[config.mk]
export PLATFORM = sky130hd
export DESIGN_NAME = group_reverse_stream_flat
export DESIGN_NICKNAME = d
export VERILOG_FILES = /design/src/sv/grs_pkg.sv /design/src/sv/grs_ifs.sv /design/src/sv/grs_ram.sv /design/src/sv/grs_ctrl.sv /design/src/sv/grs_dp.sv /design/src/sv/group_reverse_stream.sv /design/src/flat_wrapper.sv
export SDC_FILE = /design/constraint.sdc
export NUM_CORES = 1
export LEC_CHECK = 0
export BUFFER_PORTS_ARGS = -buffer_cell sky130_fd_sc_hd__buf_4
export CORE_UTILIZATION = 60
export DETAILED_ROUTE_END_ITERATION = 8
export MAX_ROUTING_LAYER = met4
export PLACE_DENSITY = 0.78
export SETUP_SLACK_MARGIN = 0.3
export SLEW_MARGIN = 20
export SYNTH_ARGS = -nofsm -noshare
export SYNTH_HDL_FRONTEND = slang
export SYNTH_HIERARCHICAL = 1
export SYNTH_SLANG_ARGS = --single-unit
[constraint.sdc]
create_clock -name clk -period 9.7 [get_ports clk]
set_clock_uncertainty 0.15 [all_clocks]
set_input_delay 0 -clock clk [delete_from_list [all_inputs] [get_ports clk]]
set_output_delay 0 -clock clk [all_outputs]
set_load 0.02 [all_outputs]
[src/sv/grs_pkg.sv]
// shared constants, types and control structs for group_reverse_stream
// no dependencies
package grs_pkg;

  localparam int MAX_GROUP = 16;
  localparam int VAL_W     = 32;
  localparam int SIZE_W    = 5;
  localparam int ADDR_W    = (MAX_GROUP > 1) ? $clog2(MAX_GROUP) : 1;
  localparam int CNT_W     = $clog2(MAX_GROUP + 1);

  typedef logic signed [VAL_W-1:0] val_t;
  typedef logic [SIZE_W-1:0]       size_t;
  typedef logic [ADDR_W-1:0]       addr_t;
  typedef logic [CNT_W-1:0]        cnt_t;

  // controller to datapath
  typedef struct packed {
    logic wr;    // store incoming request
    logic rd;    // issue one group memory read
    logic load;  // move read data into result register
  } grs_cmd_t;

  // datapath to controller
  typedef struct packed {
    logic flush;    // incoming request closes the group
    logic rd_more;  // reads still owed for current group
  } grs_sts_t;

endpackage

[src/sv/grs_ifs.sv]
// channel interfaces for group_reverse_stream: input, result, configuration
// depends on grs_pkg
interface grs_in_if;
  import grs_pkg::*;
  logic valid;
  logic ready;
  val_t value;
  logic is_final;
  modport source(output valid, value, is_final, input ready);
  modport sink(input valid, value, is_final, output ready);
endinterface

interface grs_out_if;
  import grs_pkg::*;
  logic valid;
  logic ready;
  val_t value_res;
  logic run_last;
  logic list_last;
  modport source(output valid, value_res, run_last, list_last, input ready);
  modport sink(input valid, value_res, run_last, list_last, output ready);
endinterface

interface grs_cfg_if;
  import grs_pkg::*;
  logic  valid;
  logic  ready;
  size_t group_size;
  modport source(output valid, group_size, input ready);
  modport sink(input valid, group_size, output ready);
endinterface

[src/sv/grs_ram.sv]
// generic single-write, single-read ram with registered read data
// no dependencies
module grs_ram #(
  parameter int WIDTH = 32,
  parameter int DEPTH = 16
) (
  input  logic                                   clk,
  input  logic                                   we,
  input  logic [(DEPTH > 1 ? $clog2(DEPTH) : 1)-1:0] waddr,
  input  logic [WIDTH-1:0]                       wdata,
  input  logic                                   re,
  input  logic [(DEPTH > 1 ? $clog2(DEPTH) : 1)-1:0] raddr,
  output logic [WIDTH-1:0]                       rdata
);

  logic [WIDTH-1:0] mem [DEPTH];

  always_ff @(posedge clk) begin
    if (we) begin
      mem[waddr] <= wdata;
    end
    if (re) begin
      rdata <= mem[raddr];
    end
  end

endmodule

[src/sv/grs_ctrl.sv]
// controller for group_reverse_stream: fill/drain sequencing and result handshake
// depends on grs_pkg
module grs_ctrl (
  input  logic               clk,
  input  logic               rst_n,
  input  logic               in_valid,
  output logic               in_ready,
  output logic               out_valid,
  input  logic               out_ready,
  input  grs_pkg::grs_sts_t  sts,
  output grs_pkg::grs_cmd_t  cmd
);
  import grs_pkg::*;

  typedef enum logic {ST_FILL, ST_DRAIN} state_t;

  state_t state_r, state_nxt;
  logic   pend_r, pend_nxt;
  logic   oval_r, oval_nxt;
  logic   load, issue, wr;

  assign in_ready  = (state_r == ST_FILL);
  assign out_valid = oval_r;

  assign wr    = (state_r == ST_FILL) && in_valid;
  assign load  = pend_r && (!oval_r || out_ready);
  assign issue = (state_r == ST_DRAIN) && sts.rd_more && (!pend_r || load);

  assign cmd.wr   = wr;
  assign cmd.rd   = issue;
  assign cmd.load = load;

  always_comb begin
    state_nxt = state_r;
    case (state_r)
      ST_FILL: begin
        if (wr && sts.flush) begin
          state_nxt = ST_DRAIN;
        end
      end
      ST_DRAIN: begin
        if (!sts.rd_more && (!pend_r || load)) begin
          state_nxt = ST_FILL;
        end
      end
      default: state_nxt = ST_FILL;
    endcase

    if (issue) begin
      pend_nxt = 1'b1;
    end else if (load) begin
      pend_nxt = 1'b0;
    end else begin
      pend_nxt = pend_r;
    end

    if (load) begin
      oval_nxt = 1'b1;
    end else if (out_ready) begin
      oval_nxt = 1'b0;
    end else begin
      oval_nxt = oval_r;
    end
  end

  always_ff @(posedge clk) begin
    if (!rst_n) begin
      state_r <= ST_FILL;
      pend_r  <= 1'b0;
      oval_r  <= 1'b0;
    end else begin
      state_r <= state_nxt;
      pend_r  <= pend_nxt;
      oval_r  <= oval_nxt;
    end
  end

endmodule

[src/sv/grs_dp.sv]
// datapath for group_reverse_stream: size register, fill count, group memory,
// read-back counter and result register; depends on grs_pkg and grs_ram
module grs_dp (
  input  logic               clk,
  input  logic               rst_n,
  input  grs_pkg::grs_cmd_t  cmd,
  output grs_pkg::grs_sts_t  sts,
  input  logic               cfg_we,
  input  grs_pkg::size_t     cfg_size,
  input  grs_pkg::val_t      in_value,
  input  logic               in_is_final,
  output grs_pkg::val_t      out_value_res,
  output logic               out_run_last,
  output logic               out_list_last
);
  import grs_pkg::*;

  size_t size_r;
  cnt_t  size_eff;
  addr_t fill_r;
  cnt_t  n_fill;
  cnt_t  rd_cnt_r;
  addr_t rd_addr;
  logic  fin_r;
  logic  pend_last_r;
  logic [VAL_W-1:0] ram_rdata;
  val_t  res_val_r;
  logic  res_run_r;
  logic  res_list_r;

  // clamp group size to 1..MAX_GROUP
  always_comb begin
    if (size_r == '0) begin
      size_eff = cnt_t'(1);
    end else if (int'(size_r) > MAX_GROUP) begin
      size_eff = cnt_t'(MAX_GROUP);
    end else begin
      size_eff = cnt_t'(size_r);
    end
  end

  assign n_fill      = cnt_t'(fill_r) + cnt_t'(1);
  assign sts.flush   = (n_fill >= size_eff) || in_is_final;
  assign sts.rd_more = (rd_cnt_r != '0);
  assign rd_addr     = addr_t'(rd_cnt_r - cnt_t'(1));

  grs_ram #(
    .WIDTH (VAL_W),
    .DEPTH (MAX_GROUP)
  ) u_ram (
    .clk   (clk),
    .we    (cmd.wr),
    .waddr (fill_r),
    .wdata (in_value),
    .re    (cmd.rd),
    .raddr (rd_addr),
    .rdata (ram_rdata)
  );

  always_ff @(posedge clk) begin
    if (!rst_n) begin
      size_r   <= size_t'(1);
      fill_r   <= '0;
      rd_cnt_r <= '0;
    end else begin
      if (cfg_we) begin
        size_r <= cfg_size;
      end
      if (cmd.wr) begin
        if (sts.flush) begin
          fill_r   <= '0;
          rd_cnt_r <= n_fill;
        end else begin
          fill_r <= addr_t'(n_fill);
        end
      end else if (cmd.rd) begin
        rd_cnt_r <= rd_cnt_r - cnt_t'(1);
      end
    end
  end

  always_ff @(posedge clk) begin
    if (cmd.wr && sts.flush) begin
      fin_r <= in_is_final;
    end
    if (cmd.rd) begin
      pend_last_r <= (rd_cnt_r == cnt_t'(1));
    end
    if (cmd.load) begin
      res_val_r  <= $signed(ram_rdata);
      res_run_r  <= pend_last_r;
      res_list_r <= pend_last_r && fin_r;
    end
  end

  assign out_value_res = res_val_r;
  assign out_run_last  = res_run_r;
  assign out_list_last = res_list_r;

endmodule

[src/sv/group_reverse_stream.sv]
// Group reversal stream: values are written into a 16-entry group memory
// until the group reaches the configured size (0 acts as 1, above 16 acts
// as 16) or a request flagged final arrives. The group of n values is then
// read back newest first at one read per cycle while the result is not
// stalled, through the registered memory port and a single result register;
// input requests are held off from the closing request until the last read
// lands. run_last marks the last result of a group, list_last that of a final
// group. group_size must be written only while the block is idle; the block
// itself does not enforce this. Depends on grs_pkg, grs_ifs, grs_ctrl,
// grs_dp and grs_ram.
module group_reverse_stream (
  input  logic      clk,
  input  logic      rst_n,
  grs_in_if.sink    in_ch,
  grs_out_if.source out_ch,
  grs_cfg_if.sink   cfg_ch
);
  import grs_pkg::*;

  grs_cmd_t cmd;
  grs_sts_t sts;

  assign cfg_ch.ready = 1'b1;

  grs_ctrl u_ctrl (
    .clk       (clk),
    .rst_n     (rst_n),
    .in_valid  (in_ch.valid),
    .in_ready  (in_ch.ready),
    .out_valid (out_ch.valid),
    .out_ready (out_ch.ready),
    .sts       (sts),
    .cmd       (cmd)
  );

  grs_dp u_dp (
    .clk           (clk),
    .rst_n         (rst_n),
    .cmd           (cmd),
    .sts           (sts),
    .cfg_we        (cfg_ch.valid),
    .cfg_size      (cfg_ch.group_size),
    .in_value      (in_ch.value),
    .in_is_final   (in_ch.is_final),
    .out_value_res (out_ch.value_res),
    .out_run_last  (out_ch.run_last),
    .out_list_last (out_ch.list_last)
  );

endmodule

[src/flat_wrapper.sv]
// flat-port wrapper written by rule: the top's interface ports become plain ports
module group_reverse_stream_flat import grs_pkg::*;
  (clk, rst_n, in_ch_valid, in_ch_value, in_ch_is_final, in_ch_ready, out_ch_valid, out_ch_value_res, out_ch_run_last, out_ch_list_last, out_ch_ready, cfg_ch_valid, cfg_ch_group_size, cfg_ch_ready);
  grs_in_if in_ch_i ();
  grs_out_if out_ch_i ();
  grs_cfg_if cfg_ch_i ();
  input  logic clk;
  input  logic rst_n;
  input wire logic [$bits(in_ch_i.valid)-1:0] in_ch_valid;
  input wire logic [$bits(in_ch_i.value)-1:0] in_ch_value;
  input wire logic [$bits(in_ch_i.is_final)-1:0] in_ch_is_final;
  output wire logic [$bits(in_ch_i.ready)-1:0] in_ch_ready;
  output wire logic [$bits(out_ch_i.valid)-1:0] out_ch_valid;
  output wire logic [$bits(out_ch_i.value_res)-1:0] out_ch_value_res;
  output wire logic [$bits(out_ch_i.run_last)-1:0] out_ch_run_last;
  output wire logic [$bits(out_ch_i.list_last)-1:0] out_ch_list_last;
  input wire logic [$bits(out_ch_i.ready)-1:0] out_ch_ready;
  input wire logic [$bits(cfg_ch_i.valid)-1:0] cfg_ch_valid;
  input wire logic [$bits(cfg_ch_i.group_size)-1:0] cfg_ch_group_size;
  output wire logic [$bits(cfg_ch_i.ready)-1:0] cfg_ch_ready;
  assign in_ch_i.valid = in_ch_valid;
  assign in_ch_i.value = in_ch_value;
  assign in_ch_i.is_final = in_ch_is_final;
  assign in_ch_ready = in_ch_i.ready;
  assign out_ch_valid = out_ch_i.valid;
  assign out_ch_value_res = out_ch_i.value_res;
  assign out_ch_run_last = out_ch_i.run_last;
  assign out_ch_list_last = out_ch_i.list_last;
  assign out_ch_i.ready = out_ch_ready;
  assign cfg_ch_i.valid = cfg_ch_valid;
  assign cfg_ch_i.group_size = cfg_ch_group_size;
  assign cfg_ch_ready = cfg_ch_i.ready;
  group_reverse_stream u_core (.clk(clk), .rst_n(rst_n), .in_ch(in_ch_i), .out_ch(out_ch_i), .cfg_ch(cfg_ch_i));
endmodule
==> impl_metrics.json <==
{
  "crit_type": "reg -> reg",
  "clk_path_buf_depth": 3,
  "io_pins": 80,
  "cts_buffers": 55,
  "crit_path_max_incr_delay_ns": 0.89,
  "cts_sinks": 597,
  "crit_fanout": 65,
  "antenna_found_initial": 1,
  "synthFlopType": "edfxtp_1",
  "startpoint": "u_core/u_dp/rd_cnt_r[0]",
  "dpl.hpwl_um": 22190,
  "outcome": "completed",
  "endpoint": "u_core/u_dp/u_ram/rdata[16]",
  "clk_pin_slew_ns": 0.06,
  "irDropWorstVdd_uv": 157.7,
  "regToRegSetupSlack_ns": 5.67,
  "drt_iter0_markers": 1084,
  "grt_pass1_vias": 10830,
  "syn_nets": 1051,
  "tightest_slew_ns": 1.102,
  "min_from": "in_ch_value[11]",
  "final_nets": 1213,
  "critPathArrivalTime_ns": 4.21,
  "crit_cells": 7,
  "multiInputGateArea_um2": 4422,
  "die_width_um": 195.0,
  "min_path_type": "in -> reg",
  "required_ns": 9.88,
  "root_buffer": "clkbuf_16",
  "via_per_inst": 6.382,
  "wl_um": 46890,
  "synth_cell_type_count": 41,
  "reg2regPathDepth": 7,
  "cts_hold_buffers": 53,
  "die-area_um2": 38010,
  "grt_usage_pct": 26.22,
  "critPathSlowestCell": "buf_4",
  "fin_setup_tns_ns": 0,
  "slew_headroom_pct": 26.12,
  "ant_nets": 0,
  "synthCells": 999,
  "max_freq_mhz": 248.3,
  "synth_area_um2": 22340,
  "h-tree-depth": 2,
  "drive_gt1_share_pct": 27.92,
  "die_y_um": 195.0,
  "power_density_nw_per_um2": 237.0,
  "hold_ws_ns": 0.1033,
  "period_share_pct": 41.52,
  "endpoint_kind": "flop",
  "synth-edff-count": 580,
  "dpl_cell_area_um2": 23610,
  "reg2reg_from": "u_core/u_dp/rd_cnt_r[0]",
  "postCtsSetupRepairBufs": 0,
  "drtPass1Iterations": 5,
  "post-route-drc-count": 0,
  "row_count": 70,
  "rsz0062_at_grt": "false",
  "final_max_slew_viol_count": 0,
  "setup-violations-final": 0,
  "synthToLayoutAreaGrowth_pct": 15.65,
  "synth_area_per_cell_um2": 22.36,
  "yosysWarnings": 6,
  "routabilityCongestion": 0.7436,
  "worstPathBufferInverterCount": 3,
  "final_util_pct": 70.57,
  "grt_max_degree": 66,
  "fin_ws_ns": 5.672,
  "fill_cells": 2081,
  "yosysSeqAreaShare_pct": 79.48,
  "cp_cell_sequence": "inv_8 > ha_1 > inv_4 > buf_4 > mux4_2 > a22oi_1 > nand2_1",
  "rr_endpoint": "u_core/u_dp/u_ram/rdata[16]",
  "power_leakage_nw": 8.534,
  "coreArea_um2": 36610,
  "regArea_um2": 17760,
  "grt_pass1_wl_um": 68810,
  "startpoint_type": "flop",
  "clk_latency_ns": 0.59,
  "cts_resized": 0,
  "fin_crit_ns": 4.028,
  "num_vias": 10650,
  "wl_per_cell_um": 28.09,
  "cts_tree": "built",
  "grt_overflow": 0,
  "hold_viol_final": 0,
  "port_buffers": 78,
  "async_flop_share_pct": 0,
  "dp_worst_setup_slack_ns": 5.717,
  "start_util_pct": 61.02,
  "ys_ff_latch": 597,
  "final_cell_area_um2": 25840,
  "drv_cap": 0,
  "crit_family": "buffers and inverters"
}
-- power by group --
part,switching [mW],internal (mW),leakage [nW]
clock network,0.883,1.16,0.830
registers,0.0385,2.97,5.38
logic,0.619,0.455,2.32
-- logic make-up after synthesis --
family / synth area share (%)
DFF: 79.48
muxes: 13.45
and+or+nand+nor: 2.106
AOI/OAI and AO/OA: 2.716
buffers and inverters: 1.406
adders and majority gates: 0.5041
xor gates and xnor gates: 0.3137
other: 0.01679
-- cells in the mapped netlist (2+ instances only) --
library cell,instances,area (um2)
a21oi_1,6,30.03
a22oi_1,64,480.5
and2_1,4,25.02
and3_1,6,37.54
buf_1,9,33.78
buf_2,5,25.02
buf_4,15,112.6
buf_6,3,33.78
clkbuf_1,19,71.32
dfxtp_1,17,340.3
edfxtp_1,580,17420
ha_1,9,112.6
inv_1,9,33.78
mux2_1,2,22.52
mux2i_1,10,100.1
mux4_2,128,2883
nand2_1,47,176.4
nand2b_1,3,18.77
nand3_1,3,15.01
nand3b_1,3,22.52
nor2_1,16,60.06
nor2b_1,8,50.05
nor3_1,7,35.03
o21ai_0,3,15.01
xnor2_1,3,26.28
xor2_1,5,43.79
-- through the flow --
stage,power (mW),cells
floorplan,3.781,999
global placement,4.061,1518
detailed placement,4.102,1519
CTS,6.158,1668
global route,6.318,1669
finish,6.123,1669
-- layer usage --
metal | track usage [%] | wire [um] | share of wire, %
met4 | 8.661 | 1351 | 2.9
met1 | 34.50 | 17880 | 38
met3 | 3.470 | 3284 | 7.0
met2 | 43.04 | 24370 | 52
met5 | - | 0 | 0
-- placed cells by master, fill, tap and decap left out, types with 6 or more instances in the layout --
cell           netlist  layout
edfxtp_1           580     580
mux4_2             128     128
buf_4               15     102
a22oi_1             64      64
clkbuf_16            0      56
dlygate4sd3_1        0      53
nand2_1             47      47
dfxtp_1             17      17
nor2_4               0      13
clkbuf_1            19      11
clkinv_2             0      10
clkinv_1             0      10
mux2i_1             10      10
ha_1                 9       9
inv_1                9       7
and3_1               6       6
-- flip-flops by register name, indices dropped and copies added, names as in the netlist --
register / flops
u_core/u_ctrl/out_valid: 1
u_core/u_dp/size_r: 5
u_core/u_dp/u_ram/mem: 512
u_core/u_ctrl/pend_r: 1
u_core/u_dp/out_value_res: 32
u_core/u_dp/fill_r: 4
u_core/u_dp/out_list_last: 1
u_core/u_dp/rd_cnt_r: 5
u_core/u_dp/pend_last_r: 1
u_core/u_dp/u_ram/rdata: 32
u_core/u_dp/fin_r: 1
u_core/u_dp/out_run_last: 1
u_core/u_ctrl/state_r: 1
-- cell type report --
type | count | area share (%)
Clock buffer | 67 | 5.584
Timing Repair Buffer | 156 | 5.123
Antenna cell | 1 | 0.009685
Tap cell | 468 | 2.266
Clock inverter | 29 | 0.9927
Sequential cell | 597 | 68.73
Multi-Input combinational cell | 341 | 17.11
Inverter | 10 | 0.1840
-- how the worst min path moves through the flow --
stage | end | slack [ns] | cells past startpoint
after floorplan | u_core/u_dp/fin_r | -0.05 | 0
after global placement | u_core/u_dp/fin_r | 0.06 | 1
after detailed placement | u_core/u_dp/fin_r | 0.05 | 1
after CTS | u_core/u_dp/u_ram/mem[0][17] | 0.09 | 2
after global routing | u_core/u_dp/u_ram/mem[6][11] | 0.10 | 2
final | u_core/u_dp/u_ram/mem[6][11] | 0.10 | 2
No activity file was read; power rests on OpenSTA's default activity.
